===== src/hw/rtl/integer_to_ascii_radix_macros.svh =====
// assertion helpers used by the block's top-level file
`ifndef INTEGER_TO_ASCII_RADIX_MACROS_SVH
`define INTEGER_TO_ASCII_RADIX_MACROS_SVH

// same-cycle implication, sampled on the rising edge of clk
`define ITAR_ASSERT_NOW(label, ante, cons, msg) \
    label: assert property (@(posedge clk) disable iff (!rst_n) (ante) |-> (cons)) \
        else $error(msg);

// next-cycle implication, sampled on the rising edge of clk
`define ITAR_ASSERT_NEXT(label, ante, cons, msg) \
    label: assert property (@(posedge clk) disable iff (!rst_n) (ante) |=> (cons)) \
        else $error(msg);

`endif


===== src/hw/rtl/itar_pkg.sv =====
package itar_pkg;

    localparam int RADIX_BITS         = 6;
    localparam int CHAR_BITS          = 8;
    localparam int DIV_BITS_PER_CYCLE = 8;

    localparam logic [CHAR_BITS-1:0]  CHAR_ZERO    = 8'h30;
    localparam logic [CHAR_BITS-1:0]  CHAR_LOWER_A = 8'h61;
    localparam logic [CHAR_BITS-1:0]  CHAR_MINUS   = 8'h2d;
    localparam logic [RADIX_BITS-1:0] RADIX_MIN    = 6'd2;
    localparam logic [RADIX_BITS-1:0] RADIX_MAX    = 6'd36;
    localparam logic [RADIX_BITS-1:0] DIGIT_TEN    = 6'd10;

    typedef struct packed {
        logic [RADIX_BITS-1:0] radix;
        logic                  neg;
    } item_ctl_t;

    typedef struct packed {
        logic                  start;
        logic [RADIX_BITS-1:0] divisor;
    } div_req_t;

    typedef enum logic [2:0] {
        B_IDLE,
        B_DIV,
        B_FETCH,
        B_SIGN,
        B_EMIT
    } back_state_t;

    function automatic logic [CHAR_BITS-1:0] digit_char(input logic [RADIX_BITS-1:0] d);
        logic [CHAR_BITS-1:0] c;
        if (d >= DIGIT_TEN)
        begin
            c = CHAR_LOWER_A + CHAR_BITS'(d - DIGIT_TEN);
        end
        else
        begin
            c = CHAR_ZERO + CHAR_BITS'(d);
        end
        return c;
    endfunction

endpackage


===== src/hw/rtl/itar_ram.sv =====
module itar_ram #(
    parameter int WIDTH = 6,
    parameter int DEPTH = 32
) (
    input  logic                     clk,
    input  logic                     wr_en,
    input  logic [$clog2(DEPTH)-1:0] wr_addr,
    input  logic [WIDTH-1:0]         wr_data,
    input  logic [$clog2(DEPTH)-1:0] rd_addr,
    output logic [WIDTH-1:0]         rd_data
);

    logic [WIDTH-1:0] mem_reg [DEPTH];
    logic [WIDTH-1:0] rd_data_reg;

    always_ff @(posedge clk)
    begin
        if (wr_en)
        begin
            mem_reg[wr_addr] <= wr_data;
        end
        rd_data_reg <= mem_reg[rd_addr];
    end

    assign rd_data = rd_data_reg;

endmodule


===== src/hw/rtl/itar_fifo.sv =====
module itar_fifo #(
    parameter int WIDTH = 8
) (
    input  logic             clk,
    input  logic             rst_n,
    input  logic             push,
    input  logic [WIDTH-1:0] push_data,
    output logic             full,
    input  logic             pop,
    output logic [WIDTH-1:0] pop_data,
    output logic             empty
);

    localparam int DEPTH    = 2;
    localparam int PTR_BITS = $clog2(DEPTH);
    localparam int CNT_BITS = $clog2(DEPTH + 1);

    logic [WIDTH-1:0]    mem_reg [DEPTH];
    logic [PTR_BITS-1:0] wr_ptr_reg, wr_ptr_next;
    logic [PTR_BITS-1:0] rd_ptr_reg, rd_ptr_next;
    logic [CNT_BITS-1:0] count_reg, count_next;
    logic                do_push, do_pop;

    assign full     = (count_reg == CNT_BITS'(DEPTH));
    assign empty    = (count_reg == '0);
    assign do_push  = push && !full;
    assign do_pop   = pop && !empty;
    assign pop_data = mem_reg[rd_ptr_reg];

    always_comb
    begin
        wr_ptr_next = wr_ptr_reg;
        rd_ptr_next = rd_ptr_reg;
        count_next  = count_reg;
        if (do_push)
        begin
            wr_ptr_next = (wr_ptr_reg == PTR_BITS'(DEPTH - 1)) ? '0 : wr_ptr_reg + 1'b1;
        end
        if (do_pop)
        begin
            rd_ptr_next = (rd_ptr_reg == PTR_BITS'(DEPTH - 1)) ? '0 : rd_ptr_reg + 1'b1;
        end
        if (do_push && !do_pop)
        begin
            count_next = count_reg + 1'b1;
        end
        else if (do_pop && !do_push)
        begin
            count_next = count_reg - 1'b1;
        end
    end

    always_ff @(posedge clk or negedge rst_n)
    begin
        if (!rst_n)
        begin
            wr_ptr_reg <= '0;
            rd_ptr_reg <= '0;
            count_reg  <= '0;
        end
        else
        begin
            wr_ptr_reg <= wr_ptr_next;
            rd_ptr_reg <= rd_ptr_next;
            count_reg  <= count_next;
        end
    end

    always_ff @(posedge clk)
    begin
        if (do_push)
        begin
            mem_reg[wr_ptr_reg] <= push_data;
        end
    end

endmodule


===== src/hw/rtl/itar_front.sv =====
module itar_front #(
    parameter int VALUE_BITS = 32
) (
    input  logic                            in_valid,
    output logic                            in_ready,
    input  logic [VALUE_BITS-1:0]           value,
    input  logic [itar_pkg::RADIX_BITS-1:0] radix,
    input  logic                            signed_mode,
    input  logic                            full,
    output logic                            push,
    output logic [VALUE_BITS-1:0]           magnitude,
    output itar_pkg::item_ctl_t             ctl
);

    import itar_pkg::*;

    logic neg;

    assign in_ready = !full;
    assign push     = in_valid && !full;
    assign neg      = signed_mode && value[VALUE_BITS-1];

    // most negative value wraps back to itself, which is its unsigned magnitude
    assign magnitude = neg ? (~value + 1'b1) : value;

    always_comb
    begin
        ctl.neg = neg;
        if (radix < RADIX_MIN)
        begin
            ctl.radix = RADIX_MIN;
        end
        else if (radix > RADIX_MAX)
        begin
            ctl.radix = RADIX_MAX;
        end
        else
        begin
            ctl.radix = radix;
        end
    end

endmodule


===== src/hw/rtl/itar_div.sv =====
module itar_div #(
    parameter int VALUE_BITS = 32
) (
    input  logic                            clk,
    input  logic                            rst_n,
    input  itar_pkg::div_req_t              req,
    input  logic [VALUE_BITS-1:0]           dividend,
    output logic                            done,
    output logic [VALUE_BITS-1:0]           quotient,
    output logic [itar_pkg::RADIX_BITS-1:0] remainder
);

    import itar_pkg::*;

    localparam int STEP     = DIV_BITS_PER_CYCLE;
    localparam int CYCLES   = (VALUE_BITS + STEP - 1) / STEP;
    localparam int PAD      = CYCLES * STEP;
    localparam int CNT_BITS = $clog2(CYCLES + 1);

    logic [PAD-1:0]        work_reg, work_next;
    logic [RADIX_BITS-1:0] rem_reg, rem_next;
    logic [RADIX_BITS-1:0] divisor_reg;
    logic [CNT_BITS-1:0]   cnt_reg;
    logic                  busy_reg;
    logic                  done_reg;

    // restoring division, several quotient bits per cycle
    always_comb
    begin
        logic [RADIX_BITS:0] t;
        work_next = work_reg;
        rem_next  = rem_reg;
        for (int i = 0; i < STEP; i++)
        begin
            t         = {rem_next, work_next[PAD-1]};
            work_next = {work_next[PAD-2:0], 1'b0};
            if (t >= {1'b0, divisor_reg})
            begin
                t            = t - {1'b0, divisor_reg};
                work_next[0] = 1'b1;
            end
            rem_next = t[RADIX_BITS-1:0];
        end
    end

    always_ff @(posedge clk or negedge rst_n)
    begin
        if (!rst_n)
        begin
            busy_reg <= 1'b0;
            done_reg <= 1'b0;
            cnt_reg  <= '0;
        end
        else
        begin
            done_reg <= 1'b0;
            if (req.start)
            begin
                busy_reg <= 1'b1;
                cnt_reg  <= CNT_BITS'(CYCLES);
            end
            else if (busy_reg)
            begin
                cnt_reg <= cnt_reg - 1'b1;
                if (cnt_reg == CNT_BITS'(1))
                begin
                    busy_reg <= 1'b0;
                    done_reg <= 1'b1;
                end
            end
        end
    end

    always_ff @(posedge clk)
    begin
        if (req.start)
        begin
            work_reg    <= PAD'(dividend);
            rem_reg     <= '0;
            divisor_reg <= req.divisor;
        end
        else if (busy_reg)
        begin
            work_reg <= work_next;
            rem_reg  <= rem_next;
        end
    end

    assign done      = done_reg;
    assign quotient  = work_reg[VALUE_BITS-1:0];
    assign remainder = rem_reg;

endmodule


===== src/hw/rtl/itar_back.sv =====
module itar_back #(
    parameter int VALUE_BITS = 32
) (
    input  logic                            clk,
    input  logic                            rst_n,
    input  logic                            empty,
    output logic                            pop,
    input  logic [VALUE_BITS-1:0]           magnitude,
    input  itar_pkg::item_ctl_t             ctl,
    output itar_pkg::div_req_t              div_req,
    output logic [VALUE_BITS-1:0]           div_dividend,
    input  logic                            div_done,
    input  logic [VALUE_BITS-1:0]           div_quotient,
    input  logic [itar_pkg::RADIX_BITS-1:0] div_remainder,
    output logic                            out_valid,
    input  logic                            out_ready,
    output logic [itar_pkg::CHAR_BITS-1:0]  out_char,
    output logic                            out_last
);

    import itar_pkg::*;

    localparam int DEPTH     = VALUE_BITS;
    localparam int ADDR_BITS = $clog2(DEPTH);
    localparam int CNT_BITS  = $clog2(DEPTH + 1);

    back_state_t           state_reg, state_next;
    logic [CNT_BITS-1:0]   count_reg, count_next;
    logic [RADIX_BITS-1:0] radix_reg, radix_next;
    logic                  neg_reg, neg_next;
    logic                  out_valid_reg, out_valid_next;
    logic [CHAR_BITS-1:0]  out_char_reg, out_char_next;
    logic                  out_last_reg, out_last_next;
    logic                  slot_free;
    logic                  wr_en;
    logic [ADDR_BITS-1:0]  rd_addr;
    logic [RADIX_BITS-1:0] rd_data;

    // digits come out least significant first, so they are stacked and read back
    itar_ram #(
        .WIDTH (RADIX_BITS),
        .DEPTH (DEPTH)
    ) u_digit_stack (
        .clk     (clk),
        .wr_en   (wr_en),
        .wr_addr (count_reg[ADDR_BITS-1:0]),
        .wr_data (div_remainder),
        .rd_addr (rd_addr),
        .rd_data (rd_data)
    );

    assign slot_free = !out_valid_reg || out_ready;
    // read one ahead so the top of the stack is ready in the next cycle
    assign rd_addr   = ADDR_BITS'(count_next - CNT_BITS'(1));

    always_comb
    begin
        state_next      = state_reg;
        count_next      = count_reg;
        radix_next      = radix_reg;
        neg_next        = neg_reg;
        out_valid_next  = out_valid_reg && !out_ready;
        out_char_next   = out_char_reg;
        out_last_next   = out_last_reg;
        pop             = 1'b0;
        wr_en           = 1'b0;
        div_req.start   = 1'b0;
        div_req.divisor = radix_reg;
        div_dividend    = div_quotient;
        case (state_reg)
            B_IDLE:
            begin
                if (!empty)
                begin
                    pop             = 1'b1;
                    div_req.start   = 1'b1;
                    div_req.divisor = ctl.radix;
                    div_dividend    = magnitude;
                    radix_next      = ctl.radix;
                    neg_next        = ctl.neg;
                    count_next      = '0;
                    state_next      = B_DIV;
                end
            end
            B_DIV:
            begin
                if (div_done)
                begin
                    wr_en      = 1'b1;
                    count_next = count_reg + 1'b1;
                    if (div_quotient == '0)
                    begin
                        state_next = B_FETCH;
                    end
                    else
                    begin
                        div_req.start = 1'b1;
                    end
                end
            end
            B_FETCH:
            begin
                state_next = neg_reg ? B_SIGN : B_EMIT;
            end
            B_SIGN:
            begin
                if (slot_free)
                begin
                    out_valid_next = 1'b1;
                    out_char_next  = CHAR_MINUS;
                    out_last_next  = 1'b0;
                    state_next     = B_EMIT;
                end
            end
            B_EMIT:
            begin
                if (slot_free)
                begin
                    out_valid_next = 1'b1;
                    out_char_next  = digit_char(rd_data);
                    out_last_next  = (count_reg == CNT_BITS'(1));
                    count_next     = count_reg - 1'b1;
                    if (count_reg == CNT_BITS'(1))
                    begin
                        state_next = B_IDLE;
                    end
                end
            end
            default:
            begin
                state_next = B_IDLE;
            end
        endcase
    end

    always_ff @(posedge clk or negedge rst_n)
    begin
        if (!rst_n)
        begin
            state_reg     <= B_IDLE;
            count_reg     <= '0;
            out_valid_reg <= 1'b0;
        end
        else
        begin
            state_reg     <= state_next;
            count_reg     <= count_next;
            out_valid_reg <= out_valid_next;
        end
    end

    always_ff @(posedge clk)
    begin
        radix_reg    <= radix_next;
        neg_reg      <= neg_next;
        out_char_reg <= out_char_next;
        out_last_reg <= out_last_next;
    end

    assign out_valid = out_valid_reg;
    assign out_char  = out_char_reg;
    assign out_last  = out_last_reg;

endmodule


===== src/hw/rtl/integer_to_ascii_radix.sv =====
// Integer to ASCII text in radix 2 to 36.
// Input stream (s_axis): one beat per number; value, radix and the signed-mode
// flag. A radix below 2 is taken as 2, one above 36 as 36.
// Output stream (m_axis): one beat per character, most significant first, a
// leading '-' for a negative signed value, tlast on the final character.
// Sequence: for each digit the iterative divider loads its operands, then
// works through the dividend eight bits at a time. The digits go onto a
// stack; after a stack turnaround the back end sends a '-' when the value is
// negative, then the characters, each as soon as the output slot is free.
// Accepted numbers wait in a two-entry queue, so the next beat is taken while
// the current one is still being divided or sent out.
// When m_axis_tready is low the character on the output is held, the back end
// stops, the queue fills and s_axis_tready then falls.
// Reset clears the queue, the sequencer and the output valid; there is no
// clearing pass, the block takes beats in the first cycle after reset.
module integer_to_ascii_radix #(
    parameter int VALUE_BITS = 32
) (
    input  logic clk,
    input  logic rst_n,
    input  logic s_axis_tvalid,
    output logic s_axis_tready,
    // value, radix, zero fill
    input  logic [((VALUE_BITS + itar_pkg::RADIX_BITS + 7) / 8) * 8 - 1:0] s_axis_tdata,
    // signed_mode
    input  logic s_axis_tuser,
    output logic m_axis_tvalid,
    input  logic m_axis_tready,
    // character
    output logic [itar_pkg::CHAR_BITS-1:0] m_axis_tdata,
    output logic m_axis_tlast
);

    import itar_pkg::*;

    `include "integer_to_ascii_radix_macros.svh"

    localparam int Q_WIDTH = VALUE_BITS + $bits(item_ctl_t);

    logic                  q_push, q_full, q_pop, q_empty;
    logic [VALUE_BITS-1:0] f_magnitude, b_magnitude;
    item_ctl_t             f_ctl, b_ctl;
    logic [Q_WIDTH-1:0]    q_head;
    div_req_t              div_req;
    logic [VALUE_BITS-1:0] div_dividend, div_quotient;
    logic [RADIX_BITS-1:0] div_remainder;
    logic                  div_done;
    logic                  out_minus;
    logic                  out_char_ok;
    logic                  minus_shown;
    logic                  minus_taken;
    logic                  digit_shown;

    itar_front #(
        .VALUE_BITS (VALUE_BITS)
    ) u_front (
        .in_valid    (s_axis_tvalid),
        .in_ready    (s_axis_tready),
        .value       (s_axis_tdata[VALUE_BITS-1:0]),
        .radix       (s_axis_tdata[VALUE_BITS +: RADIX_BITS]),
        .signed_mode (s_axis_tuser),
        .full        (q_full),
        .push        (q_push),
        .magnitude   (f_magnitude),
        .ctl         (f_ctl)
    );

    itar_fifo #(
        .WIDTH (Q_WIDTH)
    ) u_queue (
        .clk       (clk),
        .rst_n     (rst_n),
        .push      (q_push),
        .push_data ({f_ctl, f_magnitude}),
        .full      (q_full),
        .pop       (q_pop),
        .pop_data  (q_head),
        .empty     (q_empty)
    );

    assign b_magnitude = q_head[VALUE_BITS-1:0];
    assign b_ctl       = q_head[Q_WIDTH-1:VALUE_BITS];

    itar_div #(
        .VALUE_BITS (VALUE_BITS)
    ) u_div (
        .clk       (clk),
        .rst_n     (rst_n),
        .req       (div_req),
        .dividend  (div_dividend),
        .done      (div_done),
        .quotient  (div_quotient),
        .remainder (div_remainder)
    );

    itar_back #(
        .VALUE_BITS (VALUE_BITS)
    ) u_back (
        .clk           (clk),
        .rst_n         (rst_n),
        .empty         (q_empty),
        .pop           (q_pop),
        .magnitude     (b_magnitude),
        .ctl           (b_ctl),
        .div_req       (div_req),
        .div_dividend  (div_dividend),
        .div_done      (div_done),
        .div_quotient  (div_quotient),
        .div_remainder (div_remainder),
        .out_valid     (m_axis_tvalid),
        .out_ready     (m_axis_tready),
        .out_char      (m_axis_tdata),
        .out_last      (m_axis_tlast)
    );

    assign out_minus   = (m_axis_tdata == CHAR_MINUS);
    assign out_char_ok = out_minus
        || ((m_axis_tdata >= CHAR_ZERO) && (m_axis_tdata <= CHAR_ZERO + 8'd9))
        || ((m_axis_tdata >= CHAR_LOWER_A) && (m_axis_tdata <= CHAR_LOWER_A + 8'd25));
    assign minus_shown = m_axis_tvalid && out_minus;
    assign minus_taken = minus_shown && m_axis_tready;
    assign digit_shown = m_axis_tvalid && !out_minus;

    `ITAR_ASSERT_NOW(a_push_room, q_push, !q_full, "push into a full queue")

    `ITAR_ASSERT_NOW(a_minus_not_last, minus_shown, !m_axis_tlast, "minus sign marked last")

    `ITAR_ASSERT_NEXT(a_digit_after_minus, minus_taken, digit_shown, "no digit after minus")

    `ITAR_ASSERT_NOW(a_char_set, m_axis_tvalid, out_char_ok, "character outside the digit set")

endmodule

===== config.mk =====
export PLATFORM = sky130hd
export DESIGN_NAME = integer_to_ascii_radix
export DESIGN_NICKNAME = d
export VERILOG_FILES = /design/src/hw/rtl/itar_pkg.sv /design/src/hw/rtl/itar_ram.sv /design/src/hw/rtl/itar_fifo.sv /design/src/hw/rtl/itar_front.sv /design/src/hw/rtl/itar_div.sv /design/src/hw/rtl/itar_back.sv /design/src/hw/rtl/integer_to_ascii_radix.sv
export VERILOG_INCLUDE_DIRS = /design/src /design/src/hw/rtl
export SDC_FILE = /design/constraint.sdc
export NUM_CORES = 1
export LEC_CHECK = 0
export BUFFER_PORTS_ARGS = -buffer_cell sky130_fd_sc_hd__buf_4
export CORE_ASPECT_RATIO = 1.5
export CORE_MARGIN = 10
export CORE_UTILIZATION = 55
export DETAILED_ROUTE_END_ITERATION = 10
export PLACE_DENSITY = 0.72
export SYNTH_ARGS = -nofsm -noshare
export SYNTH_HDL_FRONTEND = slang
export SYNTH_SLANG_ARGS = --single-unit

===== constraint.sdc =====
create_clock -name clk -period 40.1 [get_ports clk]
set_input_delay 6.015 -clock clk [delete_from_list [all_inputs] [get_ports clk]]
set_output_delay 6.015 -clock clk [all_outputs]
set_load 0.005 [all_outputs]

==> flow_metrics.env, run 1 <==
export IMPL_critPathArrivalTime_ns=19.83
export IMPL_worstHoldStart="u_back.count_reg[5]"
export IMPL_grt_setup_unrepaired="false"
export IMPL_path_buf_inv=5
export IMPL_ios=56
export IMPL_path_clk_slew_ns=0.06
export IMPL_drt_iter0_markers=648
export IMPL_die_x_um=167
export IMPL_largest_reg_flops=192
export IMPL_dieArea_sq_um=40100
export IMPL_ys_async_sr_fraction_pct=5.35
export IMPL_clockBufferDepth=3
export IMPL_path_depth=75
export IMPL_syn_instance_count=1311
export IMPL_synthTopCellsByArea="edfxtp_1 55%, mux4_2 6.1%, ha_1 4.5%"
export IMPL_post_cts_buffers=0
export IMPL_slew_violations=0
export IMPL_cts_tree="done"
export IMPL_rows=80
export IMPL_postCtsHoldBufs=0
export IMPL_grtUsageMet1_pct=19.5
export IMPL_gr_total_overflow=0
export IMPL_grt_pass1_wl_mm=60.2
export IMPL_finalSetupViolations=0
export IMPL_seq_area_sq_um=10400
export IMPL_min_period_ns=19.39
export IMPL_ys_seq_area_share_pct=58.7
export IMPL_max_freq_mhz=51.6
export IMPL_start_util_pct=55.7
export IMPL_crit_required_ns=40.54
export IMPL_hpwlAfterDp_mm=26.3
export IMPL_diodes=0
export IMPL_cts_buffers=34
export IMPL_synthFlopType="edfxtp_1"
export IMPL_cts_root_buf="clkbuf_16"
export IMPL_cpLargestDelayFamily="compound AO/OA/AOI/OAI gates"
export IMPL_synth_enable_flop_cells=324
export IMPL_gp_congestion=0.886
export IMPL_synth_largest_area_cell="edfxtp_1"
export IMPL_worst_hold_path_type="register to register"
export IMPL_worst_setup_path_type="register to register"
export IMPL_clk_latency_ns=0.53
export IMPL_maxSlewHeadroom_pct=23.6
export IMPL_first_pass_iters=5
export IMPL_grt_total_usage_pct=18.7
export IMPL_timing_critical_path_mode_cell="a21o_1"
export IMPL_ant_nets=0
export IMPL_status="finished clean"
export IMPL_fin_skew_ns=0.0191
export IMPL_yosysMostFrequentCell="edfxtp_1"
export IMPL_drive_gt1_share_pct=17.3
export IMPL_rr_endpoint="u_div.remainder[0]"
export IMPL_timing_hold_ws_ns=0.462
export IMPL_syn_nets=1428
export IMPL_critPathMaxStageDelay_ns=0.74
export IMPL_reg2reg_slack_ns=20.71
export IMPL_grt_max_degree=60
export IMPL_grt_busiest_layer="met2"
export IMPL_dr_total_vias=10667
export IMPL_wl_per_cell_um=20.8
export IMPL_viasPerCell=5.90
export IMPL_grtUsageMet2_pct=36.4
export IMPL_cp_max_fo=11
export IMPL_tns_ns=0
export IMPL_hold_depth=1
export IMPL_avgSynthCellArea_sq_um=13.6
export IMPL_syn2layout_area_growth_pct=11.3
export IMPL_maxCapViolCount=0
export IMPL_netlist_area_sq_um=17800
export IMPL_r2r_start="u_div.divisor_reg[1]"
export IMPL_synth_common_cells="324 x edfxtp_1, 101 x nand2_1, 97 x nor2_1, 69 x o21ai_0, 64 x ha_1"
export IMPL_worstHoldEndpoint="u_back.count_reg[5]"
export IMPL_crit_path_end_kind="register"
export IMPL_core_sq_um=31900
export IMPL_hold_viol_final=0
export IMPL_min_period_over_period_pct=48.4
export IMPL_crit_slowest_cell="edfxtp_1"
export IMPL_antenna_found_initial=0
export IMPL_routed_wl_mm=37.6
export IMPL_die_h_um=240
export IMPL_grt_pass1_vias=11196
export IMPL_ys_types=84
export IMPL_max_slew_worst_pin_slew_ns=1.13
export IMPL_synth_ff_latch_count=355
export IMPL_htreeDepth=2
export IMPL_cts_resized_gates=0
export IMPL_rr_worst_depth=75
export IMPL_post_route_drc_count=0
export IMPL_nFillCells=2350
export IMPL_portBuffers=53
export IMPL_nets=1489
export IMPL_critPathLaunchType="register"
export IMPL_multi_input_area_sq_um=7010
export IMPL_use_met3_pct=2.57
export IMPL_clock_sinks=355
export IMPL_synth_top_cell_area_share_pct=54.7
export IMPL_ys_warn_count=0
-- worst max path at each step --
stage / startpoint / slack, ns / end
after detailed placement: u_div.divisor_reg[1] / 20.83 / u_div.remainder[0]
after global routing: u_div.divisor_reg[1] / 19.39 / u_div.remainder[0]
after CTS: u_div.divisor_reg[1] / 20.78 / u_div.remainder[0]
final: u_div.divisor_reg[1] / 20.71 / u_div.remainder[0]
after global placement: u_div.divisor_reg[1] / 21.04 / u_div.remainder[0]
after floorplan: u_div.divisor_reg[1] / 24.04 / u_div.remainder[0]
-- metrics by stage --
stage	cells	util [%]	instance area, sq um	setup slack, ns
after global placement	1746	58.6	18700	21.04
after detailed placement	1746	58.6	18700	20.83
after CTS	1807	62.0	19800	20.78
final	1807	62.0	19800	20.71
after floorplan	1311	-	17800	24.04
after global routing	1807	62.0	19800	19.39
-- worst reg2reg max path, delay by kind of cell, from the launching register on --
family	cells	cell delay [ns]
multiplexers	5	1.88
adder cells (fa/ha/maj)	8	2.72
AO/OA/AOI/OAI	38	8.93
flip-flops	1	0.74
buffers and inverters	5	0.89
AND/OR/NAND/NOR	19	4.19
-- logic make-up after synthesis --
logic type,Yosys count,share of synthesized area [%]
simple gates,329,9.15
mux,151,12.2
fa+ha+maj,73,5.46
flops,355,58.7
xor+xnor,76,3.74
buf+inv,100,2.16
compound gates,227,8.57
-- routing by layer --
metal	up-vias	wire length (um)
li1	5098	-
met1	5242	13600
met2	229	21100
met3	98	1360
met4	0	1550
met5	-	0
-- placed cells by master (no fill, tap or decap), types with 8 or more instances in the layout --
cell type | Yosys | routed
mux2i_1 | 61 | 61
nor2b_1 | 18 | 18
nand4_1 | 11 | 11
nor2_1 | 97 | 96
nand2_1 | 101 | 101
dfxtp_1 | 12 | 12
nor3_1 | 13 | 13
mux4_2 | 48 | 48
inv_1 | 57 | 57
buf_4 | 0 | 68
ha_1 | 64 | 63
mux2_2 | 39 | 39
a21oi_1 | 52 | 50
clkbuf_16 | 0 | 35
o21a_1 | 8 | 8
nand3_1 | 10 | 10
edfxtp_1 | 324 | 324
nand2b_1 | 13 | 13
a21o_1 | 22 | 22
fa_1 | 8 | 8
xor2_1 | 37 | 36
a211oi_1 | 8 | 8
xnor2_1 | 39 | 39
dfrtp_1 | 19 | 18
o211ai_1 | 8 | 8
o21ai_0 | 69 | 69
nor4_1 | 13 | 12
-- cell type report --
type,instances,share of cell area [%]
well taps,410,2.59
multi-input cells,856,35.4
inverters,57,1.08
flip-flops and latches,355,52.7
clock inverters,19,1.04
clock buffers,42,4.56
repair buffers,68,2.58
Power of run 1 is left out: the tool's default activity adds up to more than one toggle a clock period on the data nets, which glitch-free logic cannot reach.
==> run 2, diff against run 1 <==
PLACE_DENSITY = 0.75   (was 0.72)
clock period = 16.8 ns   (was 40.1 ns; I/O delays follow)
==> run 2 against run 1 <==
Compared with the run above:
- critical path depth increased by 4
- register-to-register slack got worse by 20 ns
- first-iteration DRC count increased by 4.0%
- non-clock buffer count increased by 56
- sequential share of layout area decreased by 0.93 points
==> flow_metrics.env, run 2 (same netlist as run 1, synthesis figures left out) <==
export IMPL_nets=1542
export IMPL_antenna_found_initial=0
export IMPL_syn2layout_area_growth_pct=13.3
export IMPL_fin_area_sq_um=20200
export IMPL_die_x_um=167
export IMPL_crit_path_end_kind="register"
export IMPL_clock_sinks=355
export IMPL_cp_max_fo=8
export IMPL_clk_latency_ns=0.57
export IMPL_tns_ns=0
export IMPL_portBuffers=53
export IMPL_ant_nets=0
export IMPL_diodes=0
export IMPL_nFillCells=2286
export IMPL_path_clk_slew_ns=0.07
export IMPL_min_period_ns=15.77
export IMPL_drive_gt1_share_pct=20.9
export IMPL_gr_total_overflow=0
export IMPL_hold_viol_final=0
export IMPL_crit_slowest_cell="a2111o_2"
export IMPL_crit_required_ns=17.28
export IMPL_max_freq_mhz=63.4
export IMPL_worst_setup_path_type="register to register"
export IMPL_most_common_layout_cells="324 x edfxtp_1, 124 x buf_4, 101 x nand2_1"
export IMPL_start_util_pct=55.7
export IMPL_grt_pass1_vias=11332
export IMPL_wl_per_cell_um=20.4
export IMPL_drt_iter0_markers=674
export IMPL_worstHoldStart="u_back.count_reg[5]"
export IMPL_dpl_cell_area_sq_um=19100
export IMPL_cpLargestDelayFamily="compound AO/OA/AOI/OAI gates"
export IMPL_largest_reg_flops=192
export IMPL_gp_congestion=0.854
export IMPL_rows=80
export IMPL_hpwlAfterDp_mm=27.2
export IMPL_first_pass_iters=5
export IMPL_multi_input_area_sq_um=7060
export IMPL_cts_root_buf="clkbuf_16"
export IMPL_die_h_um=240
export IMPL_fin_skew_ns=0.0237
export IMPL_critPathLaunchType="register"
export IMPL_grt_max_degree=60
export IMPL_finalSetupViolations=0
export IMPL_cts_tree="done"
export IMPL_critPathMaxStageDelay_ns=0.59
export IMPL_worst_hold_path_type="register to register"
export IMPL_clockBufferDepth=3
export IMPL_path_buf_inv=9
export IMPL_crit_start="u_div.divisor_reg[2]"
export IMPL_min_period_over_period_pct=93.9
export IMPL_htreeDepth=1
export IMPL_cts_buffers=31
export IMPL_core_sq_um=31900
export IMPL_timing_critical_path_mode_cell="a21o_1"
export IMPL_critPathArrivalTime_ns=16.26
export IMPL_r2r_start="u_div.divisor_reg[2]"
export IMPL_maxCapViolCount=0
export IMPL_routed_wl_mm=37.9
export IMPL_seq_area_sq_um=10400
export IMPL_grt_pass1_wl_mm=59.7
export IMPL_dieArea_sq_um=40100
export IMPL_fin_util_pct=63.1
export IMPL_final_common_cell="edfxtp_1"
export IMPL_slew_violations=0
export IMPL_ios=56
export IMPL_status="finished clean"
export IMPL_grt_total_usage_pct=18.5
export IMPL_post_route_drc_count=0
export IMPL_viasPerCell=5.88
export IMPL_max_slew_worst_pin_slew_ns=1.18
export IMPL_maxSlewHeadroom_pct=20.3
export IMPL_dr_total_vias=10920
-- run 2: cell types whose count changed in the layout (fill, tap and decap cells not counted), moves of 3 or more --
cell        previous run  this run
clkbuf_16             35        31
clkinvlp_4             1         4
clkinv_1               5         2
buf_4                 68       124
-- run 2: routing by layer --
metal  global-route usage [%]  vias up  routed length, um
li1                         -     5208                  -
met1                     18.7     5342              13500
met2                     36.0      266              21100
met3                     2.01      104               1260
met4                     9.95        0               2020
met5                        0        -                  0
-- run 2: what timing repair did --
action | 4_1_cts | 5_1_grt
endpoints found under the setup margin | 0 | 7
setup buffers | 0 | 2
endpoints found under the hold margin | 0 | 0
resized for setup | 0 | 13
hold buffers | 0 | 0
-- run 2: stage by stage --
stage | worst slack (ns) | hold WS, ns | instances
after global routing | -0.0429 | 0.484 | 1858
after detailed placement | 0.390 | 0.459 | 1800
final | 1.03 | 0.473 | 1858
after floorplan | 0.738 | 0.433 | 1311
after global placement | 0.666 | 0.450 | 1800
after CTS | 0.335 | 0.470 | 1856
-- run 2: final cells by class --
| type | instances | share of cell area, % |
|---|---|---|
| inverters | 57 | 1.06 |
| multi-input cells | 856 | 35.0 |
| clock inverters | 18 | 0.894 |
| well taps | 410 | 2.54 |
| repair buffers | 124 | 4.62 |
| clock buffers | 38 | 4.03 |
| flip-flops and latches | 355 | 51.8 |
-- run 2: final timing paths --
path                                  endpoint  slack (ns)  cells past startpoint
hold / removal             u_back.count_reg[5]        0.47                      1
setup reg to reg            u_div.remainder[0]        1.03                     79
hold reg to reg            u_back.count_reg[5]        0.47                      1
max in group asynchronous   u_queue.rd_ptr_reg       14.75                      1
min in group asynchronous  u_back.state_reg[2]        1.81                      1
setup / recovery            u_div.remainder[0]        1.03                     79
Power of run 2 is left out for the same reason.
==> run 3, diff against run 2 <==
CTS_BUF_LIST = sky130_fd_sc_hd__clkbuf_2 sky130_fd_sc_hd__clkbuf_4 sky130_fd_sc_hd__clkbuf_8   (was not set)
==> run 3 against run 2 <==
Compared with the run above:
- first-iteration DRC count shrank 5.3%
- maximum frequency is essentially flat
- non-clock buffer count grew 1
- setup slack gained 0.0038 ns
- global-route usage grew 0.21 points
- critical path type unchanged
==> flow_metrics.env, run 3 (same netlist as run 1, synthesis figures left out) <==
export IMPL_cts_tree="done"
export IMPL_cts_root_buf="clkbuf_8"
export IMPL_routed_wl_mm=38.1
export IMPL_min_period_ns=15.77
export IMPL_grt_total_usage_pct=18.7
export IMPL_nFillCells=2287
export IMPL_drt_iter0_markers=638
export IMPL_start_util_pct=55.7
export IMPL_critPathArrivalTime_ns=16.29
export IMPL_most_common_layout_cells="324 x edfxtp_1, 125 x buf_4, 101 x nand2_1"
export IMPL_post_route_drc_count=0
export IMPL_ant_nets=0
export IMPL_clk_latency_ns=0.61
export IMPL_gr_total_overflow=0
export IMPL_crit_path_end_kind="register"
export IMPL_final_common_cell="edfxtp_1"
export IMPL_portBuffers=53
export IMPL_grt_pass1_wl_mm=60.0
export IMPL_viasPerCell=5.81
export IMPL_crit_required_ns=17.32
export IMPL_slew_violations=0
export IMPL_max_slew_worst_pin_slew_ns=1.18
export IMPL_syn2layout_area_growth_pct=13.9
export IMPL_worst_hold_path_type="register to register"
export IMPL_drive_gt1_share_pct=22.7
export IMPL_grt_pass1_vias=11560
export IMPL_dr_wl_met3_mm=1.44
export IMPL_die_x_um=167
export IMPL_top_layer_used="met4"
export IMPL_clockBufferDepth=3
export IMPL_path_clk_slew_ns=0.07
export IMPL_wl_per_cell_um=20.1
export IMPL_clock_sinks=355
export IMPL_rows=80
export IMPL_largest_reg_flops=192
export IMPL_critPathLaunchType="register"
export IMPL_cts_buffers=52
export IMPL_nets=1564
export IMPL_status="finished clean"
export IMPL_postCtsHoldBufs=0
export IMPL_dpl_cell_area_sq_um=19100
export IMPL_cp_max_fo=8
export IMPL_fin_area_sq_um=20300
export IMPL_dr_total_vias=11026
export IMPL_ios=56
export IMPL_core_sq_um=31900
export IMPL_hpwlAfterDp_mm=27.2
export IMPL_wl_met1_mm=13.4
export IMPL_finalSetupViolations=0
export IMPL_die_h_um=240
export IMPL_antenna_found_initial=0
export IMPL_maxSlewHeadroom_pct=20.3
export IMPL_wl_met2_mm=21.2
export IMPL_gp_congestion=0.854
export IMPL_diodes=0
export IMPL_dieArea_sq_um=40100
export IMPL_first_pass_iters=5
export IMPL_grt_max_degree=60
export IMPL_critPathMaxStageDelay_ns=0.59
export IMPL_hold_viol_final=0
export IMPL_min_period_over_period_pct=93.9
export IMPL_max_freq_mhz=63.4
export IMPL_fin_skew_ns=0.0221
export IMPL_worst_setup_path_type="register to register"
export IMPL_crit_slowest_cell="a2111o_2"
export IMPL_timing_critical_path_mode_cell="a21o_1"
export IMPL_htreeDepth=2
export IMPL_maxCapViolCount=0
==> run 3: cell types whose count changed in the layout (fill, tap and decap cells not counted), moves of 4 or more <==
cell | before | now
clkbuf_1 | 6 | 0
clkbuf_16 | 31 | 0
clkbuf_4 | 0 | 9
clkbuf_8 | 1 | 57
clkinv_1 | 2 | 14
clkinvlp_4 | 4 | 0
==> run 3: layout make-up <==
type	instances	area, sq um	share of cell area (%)
repair buffers	125	938	4.63
clock inverters	30	248	1.22
flip-flops and latches	355	10400	51.5
well taps	410	513	2.53
multi-input cells	856	7060	34.8
inverters	57	214	1.06
clock buffers	66	852	4.20
==> run 3: stage by stage <==
step / TNS, ns / std cells / hold WS (ns) / util, % / setup slack (ns)
4_1_cts: 0 / 1896 / 0.469 / 63.3 / 0.330
6_report: 0 / 1899 / 0.472 / 63.5 / 1.03
3_3_place_gp: 0 / 1800 / 0.450 / 59.8 / 0.666
5_1_grt: -0.0366 / 1899 / 0.482 / 63.5 / -0.0366
3_5_place_dp: 0 / 1800 / 0.459 / 59.8 / 0.390
2_1_floorplan: 0 / 1311 / 0.433 / - / 0.738
==> run 3: final timing paths <==
| kind | start | endpoint | slack, ns | cells after the start |
|---|---|---|---|---|
| max reg2reg | u_div.divisor_reg[2] | u_div.remainder[0] | 1.03 | 79 |
| min in group asynchronous | rst_n | u_back.count_reg[5] | 1.79 | 1 |
| min reg2reg | u_back.count_reg[5] | u_back.count_reg[5] | 0.47 | 1 |
| max in group asynchronous | rst_n | u_queue.rd_ptr_reg | 14.79 | 1 |
| max | u_div.divisor_reg[2] | u_div.remainder[0] | 1.03 | 79 |
| min | u_back.count_reg[5] | u_back.count_reg[5] | 0.47 | 1 |
==> run 3: what timing repair did <==
action | 4_1_cts | 5_1_grt
endpoints found under the setup margin | 0 | 7
gates resized for setup | 0 | 13
setup buffers | 0 | 3
==> run 3: critical path: cells and delay by family (launching register included) <==
kind / cells / cell delay (ns)
AOI/OAI and AO/OA: 38 / 8.02
muxes: 5 / 1.25
and+or+nand+nor: 21 / 3.02
DFF: 1 / 0.37
adders and majority gates: 8 / 2.27
buffers and inverters: 7 / 0.77
==> run 3: per-layer routing <==
metal / vias to the layer above / global-route usage (%)
li1: 5259 / -
met1: 5373 / 18.5
met2: 269 / 36.0
met3: 125 / 3.09
met4: 0 / 10.6
met5: - / 0
Power of run 3 is left out for the same reason.
